===== config.mk =====
export PLATFORM = sky130hd
export DESIGN_NAME = dctcp_window_update
export DESIGN_NICKNAME = d
export VERILOG_FILES = /design/src/design/dwu_pkg.sv /design/src/design/dwu_mac.sv /design/src/design/dwu_div.sv /design/src/design/dctcp_window_update.sv
export SDC_FILE = /design/constraint.sdc
export NUM_CORES = 2
export LEC_CHECK = 0
export ABC_CLOCK_PERIOD_IN_PS = 8100
export BUFFER_PORTS_ARGS = -buffer_cell sky130_fd_sc_hd__buf_4
export CORE_MARGIN = 3
export CORE_UTILIZATION = 40
export DETAILED_ROUTE_END_ITERATION = 8
export PLACE_DENSITY = 0.57
export SLEW_MARGIN = 20
export SYNTH_ARGS = -nofsm -noshare
export SYNTH_HDL_FRONTEND = slang
export SYNTH_HIERARCHICAL = 1
export SYNTH_SLANG_ARGS = --single-unit

===== constraint.sdc =====
create_clock -name clk -period 8.1 [get_ports clk]
set_input_delay 1.215 -clock clk [delete_from_list [all_inputs] [get_ports clk]]
set_output_delay 1.215 -clock clk [all_outputs]
set_load 0.01 [all_outputs]

===== src/design/dwu_pkg.sv =====
// ---------------------------------------------------------------------------
// dwu_pkg
// Shared types and constants of the congestion window update block.
// ---------------------------------------------------------------------------
package dwu_pkg;

	// one segment in bytes, also the lower window bound
	localparam logic [31:0] MSS_BYTES = 32'd1448;
	// fraction scale, 2^32-1
	localparam logic [31:0] FRAC_ONE  = 32'hFFFF_FFFF;

	// register indexes on the configuration port (paddr[3:2])
	typedef enum logic [1:0] {
		REG_DEFAULT_RTT = 2'd0,
		REG_EWMA_WEIGHT = 2'd1,
		REG_SEND_BUFFER = 2'd2,
		REG_UNUSED      = 2'd3
	} reg_idx_t;

	// sequencer states
	typedef enum logic [3:0] {
		ST_IDLE,
		ST_DECIDE,
		ST_FRAC_MUL,
		ST_FRAC_DIV,
		ST_MIX_MUL1,
		ST_MIX_MUL2,
		ST_MIX_DIV,
		ST_CUT_MUL,
		ST_CUT_DIV,
		ST_AI_MUL,
		ST_AI_DIV,
		ST_DONE
	} state_t;

endpackage


===== src/design/dwu_mac.sv =====
// ---------------------------------------------------------------------------
// dwu_mac
// Bit-serial multiply-accumulate: result = acc_in + a * b, one multiplier
// bit per cycle.
// ---------------------------------------------------------------------------
module dwu_mac import dwu_pkg::*; (
	input  logic        clk,
	input  logic        arst_n,
	input  logic        start,
	input  logic [31:0] a,
	input  logic [31:0] b,
	input  logic [63:0] acc_in,
	output logic        busy,
	output logic        done,
	output logic [63:0] result
);

	logic [63:0] a_q;
	logic [31:0] b_q;
	logic [63:0] acc_q;
	logic [4:0]  cnt_q;
	logic        busy_q;
	logic        done_q;

	// control
	always_ff @(posedge clk or negedge arst_n) begin
		if (!arst_n) begin
			busy_q <= 1'b0;
			done_q <= 1'b0;
			cnt_q  <= '0;
		end else begin
			done_q <= 1'b0;
			if (start) begin
				busy_q <= 1'b1;
				cnt_q  <= '0;
			end else if (busy_q) begin
				cnt_q <= cnt_q + 5'd1;
				if (cnt_q == 5'd31) begin
					busy_q <= 1'b0;
					done_q <= 1'b1;
				end
			end
		end
	end

	// shift-add datapath
	always_ff @(posedge clk) begin
		if (start) begin
			acc_q <= acc_in;
			a_q   <= {32'd0, a};
			b_q   <= b;
		end else if (busy_q) begin
			if (b_q[0])
				acc_q <= acc_q + a_q;
			a_q <= {a_q[62:0], 1'b0};
			b_q <= {1'b0, b_q[31:1]};
		end
	end

	assign busy   = busy_q;
	assign done   = done_q;
	assign result = acc_q;

endmodule


===== src/design/dwu_div.sv =====
// ---------------------------------------------------------------------------
// dwu_div
// Bit-serial restoring divider: 64-bit dividend by 32-bit divisor, one
// quotient bit per cycle. Divisor must be non-zero.
// ---------------------------------------------------------------------------
module dwu_div import dwu_pkg::*; (
	input  logic        clk,
	input  logic        arst_n,
	input  logic        start,
	input  logic [63:0] dividend,
	input  logic [31:0] divisor,
	output logic        busy,
	output logic        done,
	output logic [63:0] quotient
);

	logic [31:0] rem_q;
	logic [63:0] quo_q;
	logic [31:0] dvs_q;
	logic [5:0]  cnt_q;
	logic        busy_q;
	logic        done_q;
	logic [32:0] trial;
	logic [32:0] diff;
	logic        ge;

	// one restoring step
	always_comb begin
		trial = {rem_q, quo_q[63]};
		diff  = trial - {1'b0, dvs_q};
		ge    = (trial >= {1'b0, dvs_q});
	end

	// control
	always_ff @(posedge clk or negedge arst_n) begin
		if (!arst_n) begin
			busy_q <= 1'b0;
			done_q <= 1'b0;
			cnt_q  <= '0;
		end else begin
			done_q <= 1'b0;
			if (start) begin
				busy_q <= 1'b1;
				cnt_q  <= '0;
			end else if (busy_q) begin
				cnt_q <= cnt_q + 6'd1;
				if (cnt_q == 6'd63) begin
					busy_q <= 1'b0;
					done_q <= 1'b1;
				end
			end
		end
	end

	// remainder and quotient shift
	always_ff @(posedge clk) begin
		if (start) begin
			rem_q <= '0;
			quo_q <= dividend;
			dvs_q <= divisor;
		end else if (busy_q) begin
			rem_q <= ge ? diff[31:0] : trial[31:0];
			quo_q <= {quo_q[62:0], ge};
		end
	end

	assign busy     = busy_q;
	assign done     = done_q;
	assign quotient = quo_q;

endmodule


===== src/design/dctcp_window_update.sv =====
// ---------------------------------------------------------------------------
// dctcp_window_update
// DCTCP-style congestion window update for one flow, one word per interval.
// ---------------------------------------------------------------------------
// Usage:
//   Input words arrive on s_tvalid/s_tready/s_tdata, one per control
//   interval. One result word leaves on m_tvalid/m_tready/m_tdata for every
//   input word. Registers (default RTT, EWMA weight, send buffer size) sit
//   on the APB port at byte addresses 0, 4 and 8.
//   Slow start or loss passes from acceptance through the decision state
//   to the result. Congestion avoidance runs a shared bit-serial multiplier
//   and a shared bit-serial divider: an interval with no acked bytes skips
//   the EWMA update, any interval with acked bytes runs the EWMA update
//   first. One word is in work at a time, so the block takes no new word
//   until the result of the last one is loaded into the output register.
//   Reset: window 1448 bytes, ECN average zero, slow start on, registers at
//   their defaults. No clearing pass.
//   When the receiver stalls, the result holds in the output register; the
//   block still takes one more word, works it out and holds it, taking
//   nothing further until the waiting result is handed over.
// ---------------------------------------------------------------------------
module dctcp_window_update import dwu_pkg::*; (
	input  logic         clk,
	input  logic         arst_n,
	input  logic         s_tvalid,
	output logic         s_tready,
	// [31:0] measured_rtt, [63:32] acked_bytes, [95:64] marked_bytes,
	// [127:96] drop_count, [143:128] retransmit_count
	input  logic [143:0] s_tdata,
	output logic         m_tvalid,
	input  logic         m_tready,
	// [31:0] new_window, [63:32] rtt_used, [95:64] mark_fraction,
	// [96] in_slow_start, [103:97] zero
	output logic [103:0] m_tdata,
	input  logic         psel,
	input  logic         penable,
	input  logic         pwrite,
	input  logic [3:0]   paddr,
	input  logic [31:0]  pwdata,
	output logic [31:0]  prdata,
	output logic         pready
);

	state_t      state_q, state_d;

	logic [31:0] default_rtt_q, ewma_weight_q, send_buffer_q;
	logic [31:0] rtt_q, acked_q, marked_q, win_q, avg_q;
	logic        loss_q, ss_q, launched_q;

	logic        out_valid_q;
	logic [31:0] out_win_q, out_rtt_q, out_frac_q;
	logic        out_ss_q;

	logic        mac_start, mac_busy, mac_done;
	logic [31:0] mac_a, mac_b;
	logic [63:0] mac_acc, mac_res;
	logic        div_start, div_busy, div_done;
	logic [63:0] div_dividend, div_quo;
	logic [31:0] div_divisor;

	logic        in_acc, load_out, cfg_wr;
	logic        ss_next;
	logic [32:0] ss_sum, ai_sum;
	logic [31:0] clamp_lo, clamp_win;
	logic        unit_done;
	reg_idx_t    reg_idx;

	assign in_acc  = s_tvalid && s_tready;
	assign pready  = 1'b1;
	assign cfg_wr  = psel && penable && pwrite;
	assign reg_idx = reg_idx_t'(paddr[3:2]);

	// configuration registers
	always_ff @(posedge clk or negedge arst_n) begin
		if (!arst_n) begin
			default_rtt_q <= 32'd18;
			ewma_weight_q <= 32'd268435456;
			send_buffer_q <= 32'd65536;
		end else if (cfg_wr) begin
			unique case (reg_idx)
				REG_DEFAULT_RTT: default_rtt_q <= pwdata;
				REG_EWMA_WEIGHT: ewma_weight_q <= pwdata;
				REG_SEND_BUFFER: send_buffer_q <= pwdata;
				default: ;
			endcase
		end
	end

	// register read-back
	always_comb begin
		unique case (reg_idx)
			REG_DEFAULT_RTT: prdata = default_rtt_q;
			REG_EWMA_WEIGHT: prdata = ewma_weight_q;
			REG_SEND_BUFFER: prdata = send_buffer_q;
			default:         prdata = '0;
		endcase
	end

	// slow start decision and sums
	always_comb begin
		ss_sum    = {1'b0, win_q} + {1'b0, acked_q};
		ss_next   = ss_q && !loss_q && (marked_q == 32'd0);
		ai_sum    = {1'b0, win_q} + {1'b0, div_quo[31:0]};
		clamp_lo  = (win_q < MSS_BYTES) ? MSS_BYTES : win_q;
		clamp_win = (clamp_lo > send_buffer_q) ? send_buffer_q : clamp_lo;
	end

	// arithmetic unit that finishes the current state
	always_comb begin
		unique case (state_q) inside
			ST_FRAC_MUL, ST_MIX_MUL1, ST_MIX_MUL2, ST_CUT_MUL, ST_AI_MUL:
				unit_done = mac_done;
			ST_FRAC_DIV, ST_MIX_DIV, ST_CUT_DIV, ST_AI_DIV:
				unit_done = div_done;
			default:
				unit_done = 1'b0;
		endcase
	end

	// next state
	always_comb begin
		state_d = state_q;
		unique case (state_q)
			ST_IDLE:
				if (in_acc)
					state_d = ST_DECIDE;
			ST_DECIDE:
				if (ss_next || loss_q)
					state_d = ST_DONE;
				else if (acked_q != 32'd0)
					state_d = ST_FRAC_MUL;
				else if (marked_q != 32'd0)
					state_d = ST_CUT_MUL;
				else if (win_q != 32'd0)
					state_d = ST_AI_MUL;
				else
					state_d = ST_DONE;
			ST_FRAC_MUL: if (unit_done) state_d = ST_FRAC_DIV;
			ST_FRAC_DIV: if (unit_done) state_d = ST_MIX_MUL1;
			ST_MIX_MUL1: if (unit_done) state_d = ST_MIX_MUL2;
			ST_MIX_MUL2: if (unit_done) state_d = ST_MIX_DIV;
			ST_MIX_DIV:
				if (unit_done)
					state_d = (marked_q != 32'd0) ? ST_CUT_MUL :
						((win_q != 32'd0) ? ST_AI_MUL : ST_DONE);
			ST_CUT_MUL:  if (unit_done) state_d = ST_CUT_DIV;
			ST_CUT_DIV:  if (unit_done) state_d = ST_DONE;
			ST_AI_MUL:   if (unit_done) state_d = ST_AI_DIV;
			ST_AI_DIV:   if (unit_done) state_d = ST_DONE;
			ST_DONE:
				if (!out_valid_q || m_tready)
					state_d = ST_IDLE;
			default:     state_d = ST_IDLE;
		endcase
	end

	// outputs: handshakes, unit launches and operands
	always_comb begin
		s_tready     = 1'b0;
		load_out     = 1'b0;
		mac_start    = 1'b0;
		div_start    = 1'b0;
		mac_a        = '0;
		mac_b        = '0;
		mac_acc      = '0;
		div_dividend = mac_res;
		div_divisor  = FRAC_ONE;
		unique case (state_q)
			ST_IDLE: s_tready = 1'b1;
			ST_DONE: load_out = !out_valid_q || m_tready;
			ST_FRAC_MUL: begin
				mac_start = !launched_q;
				mac_a     = marked_q;
				mac_b     = FRAC_ONE;
			end
			ST_FRAC_DIV: begin
				div_start   = !launched_q;
				div_divisor = acked_q;
			end
			ST_MIX_MUL1: begin
				mac_start = !launched_q;
				mac_a     = div_quo[31:0];
				mac_b     = ewma_weight_q;
			end
			ST_MIX_MUL2: begin
				mac_start = !launched_q;
				mac_a     = avg_q;
				mac_b     = ~ewma_weight_q;
				mac_acc   = mac_res;
			end
			ST_MIX_DIV: div_start = !launched_q;
			ST_CUT_MUL: begin
				mac_start = !launched_q;
				mac_a     = win_q;
				mac_b     = ~{1'b0, avg_q[31:1]};
			end
			ST_CUT_DIV: div_start = !launched_q;
			ST_AI_MUL: begin
				mac_start = !launched_q;
				mac_a     = acked_q;
				mac_b     = MSS_BYTES;
			end
			ST_AI_DIV: begin
				div_start   = !launched_q;
				div_divisor = win_q;
			end
			default: ;
		endcase
	end

	// control registers
	always_ff @(posedge clk or negedge arst_n) begin
		if (!arst_n) begin
			state_q     <= ST_IDLE;
			launched_q  <= 1'b0;
			out_valid_q <= 1'b0;
			win_q       <= MSS_BYTES;
			avg_q       <= '0;
			ss_q        <= 1'b1;
		end else begin
			state_q <= state_d;
			if (mac_start || div_start)
				launched_q <= 1'b1;
			else if (unit_done)
				launched_q <= 1'b0;
			if (load_out)
				out_valid_q <= 1'b1;
			else if (m_tready)
				out_valid_q <= 1'b0;
			// flow state updates
			unique case (state_q)
				ST_DECIDE: begin
					ss_q <= ss_next;
					if (ss_next) begin
						if (ss_sum[31:0] > win_q)
							win_q <= ss_sum[31:0];
					end else if (loss_q)
						win_q <= {1'b0, win_q[31:1]};
				end
				ST_MIX_DIV: if (unit_done) avg_q <= div_quo[31:0];
				ST_CUT_DIV: if (unit_done) win_q <= div_quo[31:0];
				ST_AI_DIV:
					if (unit_done && !ai_sum[32] && (ai_sum[31:0] > win_q))
						win_q <= ai_sum[31:0];
				ST_DONE: if (load_out) win_q <= clamp_win;
				default: ;
			endcase
		end
	end

	// input word capture
	always_ff @(posedge clk) begin
		if (in_acc) begin
			rtt_q    <= (s_tdata[31:0] == 32'd0) ? default_rtt_q : s_tdata[31:0];
			acked_q  <= s_tdata[63:32];
			marked_q <= s_tdata[95:64];
			loss_q   <= (s_tdata[127:96] != 32'd0) || (s_tdata[143:128] != 16'd0);
		end else if (state_q == ST_DECIDE && !ss_next && !loss_q &&
				acked_q != 32'd0 && marked_q > acked_q) begin
			marked_q <= acked_q;
		end
	end

	// result register
	always_ff @(posedge clk) begin
		if (load_out) begin
			out_win_q  <= clamp_win;
			out_rtt_q  <= rtt_q;
			out_frac_q <= avg_q;
			out_ss_q   <= ss_q;
		end
	end

	assign m_tvalid = out_valid_q;
	assign m_tdata  = {7'd0, out_ss_q, out_frac_q, out_rtt_q, out_win_q};

	dwu_mac u_mac (
		.clk    (clk),
		.arst_n (arst_n),
		.start  (mac_start),
		.a      (mac_a),
		.b      (mac_b),
		.acc_in (mac_acc),
		.busy   (mac_busy),
		.done   (mac_done),
		.result (mac_res)
	);

	dwu_div u_div (
		.clk      (clk),
		.arst_n   (arst_n),
		.start    (div_start),
		.dividend (div_dividend),
		.divisor  (div_divisor),
		.busy     (div_busy),
		.done     (div_done),
		.quotient (div_quo)
	);

	// the two serial units never run together
	a_units_exclusive: assert property (@(posedge clk) disable iff (!arst_n)
		!(mac_busy && div_busy))
		else $error("multiplier and divider busy together");

	// a word is only taken when no earlier one is in work
	a_accept_idle: assert property (@(posedge clk) disable iff (!arst_n)
		in_acc |=> state_q == ST_DECIDE)
		else $error("word accepted outside idle");

	// a launched unit is never restarted before it finishes
	a_no_relaunch: assert property (@(posedge clk) disable iff (!arst_n)
		(mac_start || div_start) |=> !(mac_start || div_start))
		else $error("arithmetic unit restarted");

	// a loaded window sits at or above one segment unless the buffer bound is lower
	a_window_range: assert property (@(posedge clk) disable iff (!arst_n)
		load_out |=> (out_win_q >= MSS_BYTES) || (out_win_q == $past(send_buffer_q)))
		else $error("window out of range");

endmodule


==> key figures <==
Setup path
  – Cell Chain, Critical Path: ha_1 > fa_1 > a211oi_2 > o211ai_1 > nand2_1 > o31ai_1 > o41a_1 > a31o_2 > xor2_1 > ha_1 > nand4_1 > nor4_1 > nand4_1 > o211ai_1 > nand2_1 > o2111ai_1 > a311oi_4 > buf_4 > o21ai_0 > o32ai_1
  – Number of buffers and inverters on the critical path: 1
  – Launch point of the worst reg-to-reg path: win_q[0]
  – Cell family with most CP delay: compound AO/OA/AOI/OAI gates
  – Classification of the worst setup path: reg2reg
  – Startpoint Class: register
  – Worst-case register-to-register setup slack: approximately 2.1 ns
  – Capturing element type of the critical path: register
  – Cell type of the slowest stage on the worst timing path: sky130_fd_sc_hd__dfrtp_1
  – Critical path launch point: win_q[0]
  – Largest stage delay on the critical path: 0.59 ns
  – Peak fanout along the critical path: 57
  – Required time of the critical path: a little under 9 ns
  – Critical path arrival: 6.52 ns

Clock tree
  – Longest Clk Path Bufs: 3
  – Hold-fix buffers, CTS: 0
  – Num CTS Buffers: 82
  – Clock slew at reported path FFs: 0.06 ns
  – H-Tree Depth: 3
  – Resize count post-CTS: 0
  – TritonCTS clock tree: done
  – Clk sink count: 664
  – Clock Latency Late Sink: 0.67 ns
  – Setup Fix Bufs, Post-CTS: 0
  – Library cell used as clock root buffer: sky130_fd_sc_hd__clkbuf_16

Logic synthesis
  – Post-Synthesis Cell Area: 42,800 µm²
  – Portion of the post-synthesis area used by sequential elements: 0.430
  – Most used flip-flop cell after synthesis: sky130_fd_sc_hd__edfxtp_1
  – Library cell occupying the most area in the post-synthesis netlist: sky130_fd_sc_hd__edfxtp_1
  – Post-Syn Instances: roughly 4.3k
  – Mean area per synthesized cell: roughly 10 µm²
  – Synth area leaders: sky130_fd_sc_hd__edfxtp_1 (29%), sky130_fd_sc_hd__dfrtp_1 (10%), sky130_fd_sc_hd__ha_1 (8.5%), sky130_fd_sc_hd__mux2_2 (6.4%), sky130_fd_sc_hd__nand2_1 (3.9%)
  – Async set-reset flop share out of synthesis: 0.274
  – Seq cells post-synth: roughly 660
  – Distinct cell type count after synthesis: around 110
  – Proportion of netlist area held by the largest area contributor: 0.294
  – Number of flops mapped to enable cells by yosys: approximately 420
  – Count of warnings emitted by yosys: 6

Timing
  – Final TNS setup: 0 ns
  – Tightest slew margin relative to the limit: 0.189
  – Final Hold Vio Count: 0
  – Max Transition Viols Final: 0
  – Maximum clock frequency: 168 MHz
  – Final hold slack: 0.402 ns
  – Final setup violation count: 0
  – Worst-Margin Slew: about 1.2 ns
  – Post-route minimum period: between 5 and 6 ns
  – Fraction of the cycle the final worst path needs: 0.736
  – Final clock skew: about 0.044 ns
  – Setup repair after global routing missed its margin: no

Global routing
  – Vias in the first global route: 33.6k
  – Overall Global Routing Usage: 0.263
  – Maximum number of pins on one net before global-route repair: roughly 230
  – Wire length of the first global-routing pass: between 200 and 250 mm
  – Antenna violations before repair: 13
  – Grt ovf: 0

Place
  – Area post-placement: 46,400 µm²
  – DPL Wire Length: ~110 mm
  – PortBufs: 315
  – Weighted congestion at the end of routability-driven global placement: a little under 1

Floorplan
  – Total Die Area: roughly 110,000 µm²
  – Row count: 119
  – Die Height: roughly 330 µm
  – Number of ports placed on the die boundary: 326
  – Die span in x: between 300 and 400 µm
  – Initial standard-cell utilization of the core: 0.405
  – Standard cell core area: around 110,000 µm²

Cells and area
  – Share of post-route cells with drive strength above 1: 0.189
  – Post-layout net count: between 4k and 5k
  – Filler cell count in the final layout: a little over 10k
  – Leading cell type in the layout, fill and taps excluded: sky130_fd_sc_hd__nand2_1
  – Most frequent cells in the layout: sky130_fd_sc_hd__nand2_1 (439), sky130_fd_sc_hd__edfxtp_1 (418), sky130_fd_sc_hd__buf_4 (389)
  – Synthesis-to-layout area growth: 15.1%
  – Final design area excluding fillers: between 40,000 and 50,000 µm²

Drt
  – Number of iterations in the first detailed-routing pass: 6
  – Number of routed nets with antenna violations: 0
  – Via-to-Cell Ratio: ~6
  – Number of violations reported at the end of detailed-routing iteration 0: roughly 3.2k
  – Drt total wl: ~150 mm
  – DR vias: 34.9k
  – Final routed wire length divided by cell count: about 25 µm
  – DRC violation count after routing: 0

Pwr
  – Maximum VDD drop: between 0.2 and 0.25 mV
  – Pwr per Cell Area: between 400 and 500 nW/µm²
  – Leakage power total: 20.4 nW

Worst hold path
  – Hold/Removal Path Class: reg2reg
  – Source of the worst hold timing path: rtt_q[14]

Job
  – Max-capacitance violation count: 0

Status
  – Run status: completed
[worst paths after layout]
check / to / depth (start not counted)
max: win_q[3] / 20
min: out_rtt_q[14] / 0
max reg2reg: win_q[3] / 20
min reg2reg: out_rtt_q[14] / 0
max in group asynchronous: default_rtt_q[0] / 2
min in group asynchronous: u_div/cnt_q[5] / 1
[cell families after synthesis]
family | synth area share
AO/OA/AOI/OAI | 0.180
AND/OR/NAND/NOR | 0.122
flip-flops | 0.430
buffers and inverters | 0.0439
multiplexers | 0.0992
adder cells (fa/ha/maj) | 0.0864
XOR/XNOR | 0.0379
other | 0.000176
[power breakdown]
part           internal [W]  switching [W]
registers           0.00528        0.00123
logic               0.00512        0.00795
clock network       0.00226        0.00157
total                0.0127         0.0107
[final cells by class]
cell class / count / area (µm²) / share of cell area
clock buffers: 110 / 2290 / 0.0465
inverters: 189 / 709 / 0.0144
clock inverters: 42 / 494 / 0.0100
well taps: 1391 / 1740 / 0.0353
multi-input cells: 3141 / 22600 / 0.459
diodes: 8 / 20.0 / 0.000407
repair buffers: 391 / 2950 / 0.0600
flip-flops and latches: 664 / 18400 / 0.374
[routing by layer]
metal	up-vias	wire [µm]	track usage
met5	-	46	0
met1	17100	63500	0.342
li1	16200	-	-
met2	1287	67800	0.415
met4	8	6990	0.115
met3	331	11900	0.0637
[cells in the mapped netlist, types with 29 or more instances]
master,n
sky130_fd_sc_hd__xor2_1,101
sky130_fd_sc_hd__nor2b_1,29
sky130_fd_sc_hd__edfxtp_1,418
sky130_fd_sc_hd__nor3_1,37
sky130_fd_sc_hd__a221o_1,41
sky130_fd_sc_hd__mux2_2,243
sky130_fd_sc_hd__nor4_1,57
sky130_fd_sc_hd__dfrtp_1,172
sky130_fd_sc_hd__a31oi_1,41
sky130_fd_sc_hd__and2_1,82
sky130_fd_sc_hd__ha_1,289
sky130_fd_sc_hd__inv_1,186
sky130_fd_sc_hd__dfxtp_1,64
sky130_fd_sc_hd__a21oi_1,228
sky130_fd_sc_hd__o21ai_1,37
sky130_fd_sc_hd__nand2_1,441
sky130_fd_sc_hd__clkbuf_1,207
sky130_fd_sc_hd__xnor2_1,84
sky130_fd_sc_hd__a22oi_1,71
sky130_fd_sc_hd__nand4_1,84
sky130_fd_sc_hd__o21ai_0,310
sky130_fd_sc_hd__mux2i_1,148
sky130_fd_sc_hd__a211oi_1,35
sky130_fd_sc_hd__nand3_1,52
sky130_fd_sc_hd__nor2_1,246
sky130_fd_sc_hd__a21o_1,126
[per-stage QoR]
step / utilization / power [W] / worst slack (ns) / instances
2_1_floorplan: - / 0.0154 / 3.41 / 4273
3_3_place_gp: 0.439 / 0.0193 / 2.38 / 5776
3_5_place_dp: 0.439 / 0.0193 / 2.33 / 5776
4_1_cts: 0.466 / 0.0233 / 2.31 / 5928
5_1_grt: 0.466 / 0.0250 / 1.86 / 5929
6_report: 0.466 / 0.0234 / 2.14 / 5936
[registers in the layout, summed over array words and instances (netlist names), 6 cells and up]
signal	count
win_q	32
acked_q	32
u_div/rem_q	32
out_rtt_q	32
u_div/quotient	64
default_rtt_q	32
out_win_q	32
avg_q	32
marked_q	32
u_mac/a_q	64
u_div/dvs_q	32
out_frac_q	32
u_mac/b_q	32
rtt_q	32
u_mac/result	64
u_div/cnt_q	6
send_buffer_q	32
ewma_weight_q	32
[worst reg2reg max path, cell delays in order, from the launching register on]
cell and delay (ns):
sky130_fd_sc_hd__dfrtp_1 0.59, sky130_fd_sc_hd__ha_1 0.35, sky130_fd_sc_hd__fa_1 0.44, sky130_fd_sc_hd__a211oi_2 0.32, sky130_fd_sc_hd__o211ai_1 0.23, sky130_fd_sc_hd__nand2_1 0.12, sky130_fd_sc_hd__o31ai_1 0.16, sky130_fd_sc_hd__o41a_1 0.55
sky130_fd_sc_hd__a31o_2 0.29, sky130_fd_sc_hd__xor2_1 0.26, sky130_fd_sc_hd__ha_1 0.30, sky130_fd_sc_hd__nand4_1 0.18, sky130_fd_sc_hd__nor4_1 0.13, sky130_fd_sc_hd__nand4_1 0.14, sky130_fd_sc_hd__o211ai_1 0.11, sky130_fd_sc_hd__nand2_1 0.14
sky130_fd_sc_hd__o2111ai_1 0.21, sky130_fd_sc_hd__a311oi_4 0.30, sky130_fd_sc_hd__buf_4 0.58, sky130_fd_sc_hd__o21ai_0 0.22, sky130_fd_sc_hd__o32ai_1 0.27
(Power assumes the default switching activity.)
